$ cat config.mk
export PLATFORM = sky130hd
export DESIGN_NAME = mbe_ctrl
export DESIGN_NICKNAME = d
export VERILOG_FILES = /design/src/mbe_pkg.sv /design/src/mbe_ctrl.sv
export SDC_FILE = /design/constraint.sdc
export NUM_CORES = 1
export LEC_CHECK = 0
export ABC_AREA = 1
export BUFFER_PORTS_ARGS = -buffer_cell sky130_fd_sc_hd__buf_2
export CAP_MARGIN = 10
export CORE_AREA = 4 4 41 43
export CTS_BUF_LIST = sky130_fd_sc_hd__clkbuf_4
export CTS_CLUSTER_SIZE = 28
export DETAILED_ROUTE_END_ITERATION = 6
export DIE_AREA = 0 0 45 47
export HOLD_SLACK_MARGIN = 0.15
export PLACE_DENSITY = 0.4
export REMOVE_ABC_BUFFERS = 1
export SLEW_MARGIN = 20
export SYNTH_ARGS = -nofsm -noshare
export SYNTH_HDL_FRONTEND = slang
export SYNTH_SLANG_ARGS = --single-unit
$ cat constraint.sdc
create_clock -name clk -period 1.86 [get_ports clk]
set_input_delay 0.279 -clock clk [delete_from_list [all_inputs] [get_ports clk]]
set_output_delay 0.279 -clock clk [all_outputs]
set_load 0.05 [all_outputs]
$ cat src/mbe_pkg.sv
// shared types and constants of the mandelbrot escape-time unit
`default_nettype none

package mbe_pkg;

  // fixed field widths
  localparam int COORD_W = 32;
  localparam int PROD_W  = 2 * COORD_W;
  localparam int COUNT_W = 10;

  // configuration port
  localparam int APB_DW    = 32;
  localparam int APB_AW    = 3;
  localparam int REG_IDX_W = 1;

  // register indexes
  localparam logic [REG_IDX_W-1:0] REG_ITER_LIMIT = 1'b0;

  localparam logic [COUNT_W-1:0] LIMIT_RESET = 10'd511;

  // controller states, one-hot
  typedef enum logic [3:0] {
    ST_IDLE = 4'b0001,
    ST_MUL  = 4'b0010,
    ST_UPD  = 4'b0100,
    ST_HOLD = 4'b1000
  } state_t;

  // commands from controller to datapath
  typedef struct packed {
    logic load;
    logic mul;
    logic step;
    logic emit;
  } cmd_t;

  // status from datapath to controller
  typedef struct packed {
    logic stop;
    logic out_free;
  } sts_t;

endpackage

`default_nettype wire

$ cat src/mbe_ctrl.sv
// controller state machine for the escape-time iteration
`default_nettype none

module mbe_ctrl (
  input  wire logic         clk,
  input  wire logic         rst_n,
  input  wire logic         in_valid,
  output logic              in_ready,
  input  wire mbe_pkg::sts_t sts,
  output mbe_pkg::cmd_t     cmd
);

  mbe_pkg::state_t state_r, state_nxt;

  // state register
  always_ff @(posedge clk) begin
    if (!rst_n) begin
      state_r <= mbe_pkg::ST_IDLE;
    end else begin
      state_r <= state_nxt;
    end
  end

  // next state and commands
  always_comb begin
    state_nxt = state_r;
    cmd       = '0;
    in_ready  = 1'b0;
    case (state_r)
      mbe_pkg::ST_IDLE: begin
        in_ready = 1'b1;
        if (in_valid) begin
          cmd.load  = 1'b1;
          state_nxt = mbe_pkg::ST_MUL;
        end
      end
      mbe_pkg::ST_MUL: begin
        cmd.mul   = 1'b1;
        state_nxt = mbe_pkg::ST_UPD;
      end
      mbe_pkg::ST_UPD: begin
        if (!sts.stop) begin
          cmd.step  = 1'b1;
          state_nxt = mbe_pkg::ST_MUL;
        end else if (sts.out_free) begin
          cmd.emit  = 1'b1;
          state_nxt = mbe_pkg::ST_IDLE;
        end else begin
          state_nxt = mbe_pkg::ST_HOLD;
        end
      end
      mbe_pkg::ST_HOLD: begin
        if (sts.out_free) begin
          cmd.emit  = 1'b1;
          state_nxt = mbe_pkg::ST_IDLE;
        end
      end
      default: begin
        state_nxt = mbe_pkg::ST_IDLE;
      end
    endcase
  end

endmodule

`default_nettype wire

==> metrics.md <==
| Metric | Value |
|---|---|
| Crit path to | cmd[0] |
| Post-DP HPWL | 466 microns |
| Layout cells sized above 1 | 31.4% |
| Post-Layout Cell Count | 66 |
| Via density | 4.02 |
| Setup repair bufs after CTS | 0 |
| Fin util | 24.7% |
| Seq/Total Area, Yosys | 34.0% |
| Post-synthesis cell count | 39 |
| Biggest register | state_r |
| Worst path bufs/invs | 1 |
| Final Skew | 0.0000280 ns |
| Clk root buf | clkbuf_4 |
| Total power density per cell area | 1120 nW/um^2 |
| Final min period | 1.53 ns |
| Initial antenna violation count | 0 |
| Nets | 58 |
| Final wirelength | 560 microns |
| Worst path arrival time | 1.25 ns |
| Synth top cells by count | inv_1 (8), nand2_1 (7), nor2_1 (6), dfxtp_1 (4), nand3_1 (4) |
| Worst-margin pin slew | 0.252 ns |
| WP depth | 4 |
| Family with the most delay on the worst path | flip-flops |
| Leading area contributor after synthesis | dfxtp_1 |
| Status | complete, no violations |
| Regs by FF count | state_r: 4 flops |
| CTS tree | built |
| Leak | 0.190 nW |
| Overall power | 359 uW |
| Worst-Skew Late Latency | 0.23 ns |
| Row cnt | 13 |
| Main flop type after synthesis | dfxtp_1 |
| Largest net degree at the start of global routing | 6 |
| CP max-delay cell | dfxtp_1 |
| DRC Markers | 0 |
| Die Y | 47 microns |
| Critical path launch point | state_r[0] |
| EDFF count, synth | 0 |
| Post-synthesis register bit count | 4 |
| Hold Crit Class | primary input to flip-flop |
| Reg2reg setup slack | 0.85 ns |
| Critical Path, Cell by Cell | nor2_2, nand3_1, o21ai_0, buf_2 |
| DP Worst Slack | 0.556 ns |
| Routability cong. | 0.671 |
| CTS buffer count | 3 |
| Start-to-end type of the worst setup path | flip-flop to output port |
| Synth top area share | 34.0% |
| Antenna Nets Post-Route | 0 |
| Drt first pass iters | 3 |
| 1st-iter DRT viols | 3 |
| Mapped cell area | 235 sq um |
| Yosys warns | 0 |
| CP endpoint kind | output port |
| Reg-to-reg endpoint | state_r[0] |
| Count leader, synth | inv_1 |
| Mean routed wirelength per cell | 8.48 microns |
| CP max stage delay | 0.31 ns |
| Final TNS setup | 0 ns |
| Die footprint | 2120 sq um |
| Design area | 322 sq um |
| Hold-fix buffers at CTS | 0 |
| DIE WIDTH | 45 microns |
| Initial core utilization | 18.1% |
| Crit start category | flip-flop |
| Final Hold Viols | 0 |
| Worst R2R Path Depth | 7 |
| Min Hold Slack | 0.316 ns |
| Crit share post-route | 82.1% |
| F_max | 0.655 GHz |
| Critical path peak fanout | 5 |
| Final setup viols | 0 |
| Max_slew headroom | 83.3% |
| Core box area | 1300 sq um |
| Max Cap Violations | 0 |
| Peak supply drop | 0.335 mV |
| I/O Buffers | 9 |
| Synth area leaders | dfxtp_1 (34%), inv_1 (13%), nand2_1 (11%), nor2_1 (9.6%), nand3_1 (8.5%) |
| RSZ-0062 raised after global routing | false |
| Ys async rst share | 0% |
| Grt ovf | 0 |
| I/O pin cnt | 10 |
| Area Growth Syn to Fin | 36.7% |
| CTS sink count | 4 |
| Post-CTS sizing | 0 |
| H-Tree Depth | 1 |
| Avg Cell Area, Syn | 6.03 sq um |
| Distinct cells, synth | 12 |
| Max reg flops | 4 |
| Vias | 265 |
| Number of global-route vias before repair | 235 |
| Final WS setup | 0.334 ns |
| Placed inst area | 299 sq um |
| Ant. Diodes | 0 |
| Dpl cells | 63 |
| Reg2reg start | state_r[0] |
| Max-slew violation count | 0 |
| First-pass GRT wire length | 910 microns |
| Crit path required time | 1.58 ns |
| CTS max path bufs | 2 |
| Register clock-pin slew on the reported worst setup and hold paths | 0.04 ns |
| GRT Util Overall | 6.40% |
kinds of logic (layout without fill, tap and decap cells):
| kind of cell | count (synthesis) | count (layout) | share of synthesized area, % |
|---|---|---|---|
| DFF | 4 | 4 | 34.0 |
| and+or+nand+nor | 23 | 23 | 45.2 |
| AOI/OAI and AO/OA | 3 | 3 | 6.38 |
| buffers and inverters | 9 | 21 | 14.4 |
area by class of cell:
class	instances	area, sq um
Timing Repair Buffer	9	45.0
Multi-Input combinational cell	26	121
Fill cell	167	980
Tap cell	15	18.8
Clock buffer	3	22.5
Inverter	9	33.8
Sequential cell	4	80.1
worst register-to-register path, cell delays in order (launching register included):
cell	delay [ns]
dfxtp_1	0.34
inv_1	0.06
nor2_1	0.12
nand2_1	0.12
nand3_1	0.10
nand2_1	0.07
nand2_1	0.06
nand2_1	0.04
worst min path at each step:
stage,start,to,slack (ns),depth (start not counted)
floorplan,rst_n,state_r[0],0.42,3
global route,rst_n,state_r[0],0.33,4
CTS,rst_n,state_r[0],0.31,4
detailed placement,state_r[1],state_r[2],0.55,2
finish,rst_n,state_r[0],0.32,4
global placement,rst_n,state_r[0],0.55,4
power breakdown:
group          internal (mW)  leakage [nW]  switching [mW]  total (mW)
Clock                 0.0720        0.0138          0.0327       0.105
Sequential            0.0976        0.0328         0.00822       0.106
Combinational         0.0381         0.144           0.111       0.149
Total                  0.208         0.190           0.152       0.359
cell usage in the layout (no fill, tap or decap):
| cell type | synthesis | routed |
|---|---|---|
| inv_2 | 1 | 1 |
| nand2_1 | 7 | 7 |
| nor2_2 | 2 | 2 |
| inv_1 | 8 | 8 |
| nand2_2 | 1 | 1 |
| clkbuf_4 | 0 | 3 |
| o21ai_1 | 1 | 1 |
| o21ai_0 | 1 | 1 |
| dfxtp_1 | 4 | 4 |
| nand3_1 | 4 | 4 |
| a21oi_1 | 1 | 1 |
| buf_2 | 0 | 9 |
| nor2_1 | 6 | 6 |
| nand4_1 | 3 | 3 |
routing by layer:
layer | GRT usage [%] | wire length (microns)
met2 | 9.04 | 269
met1 | 6.83 | 251
met5 | 0 | 0
met3 | 2.68 | 34
met4 | 7.02 | 5
No activity file was read; power rests on OpenSTA's default activity.
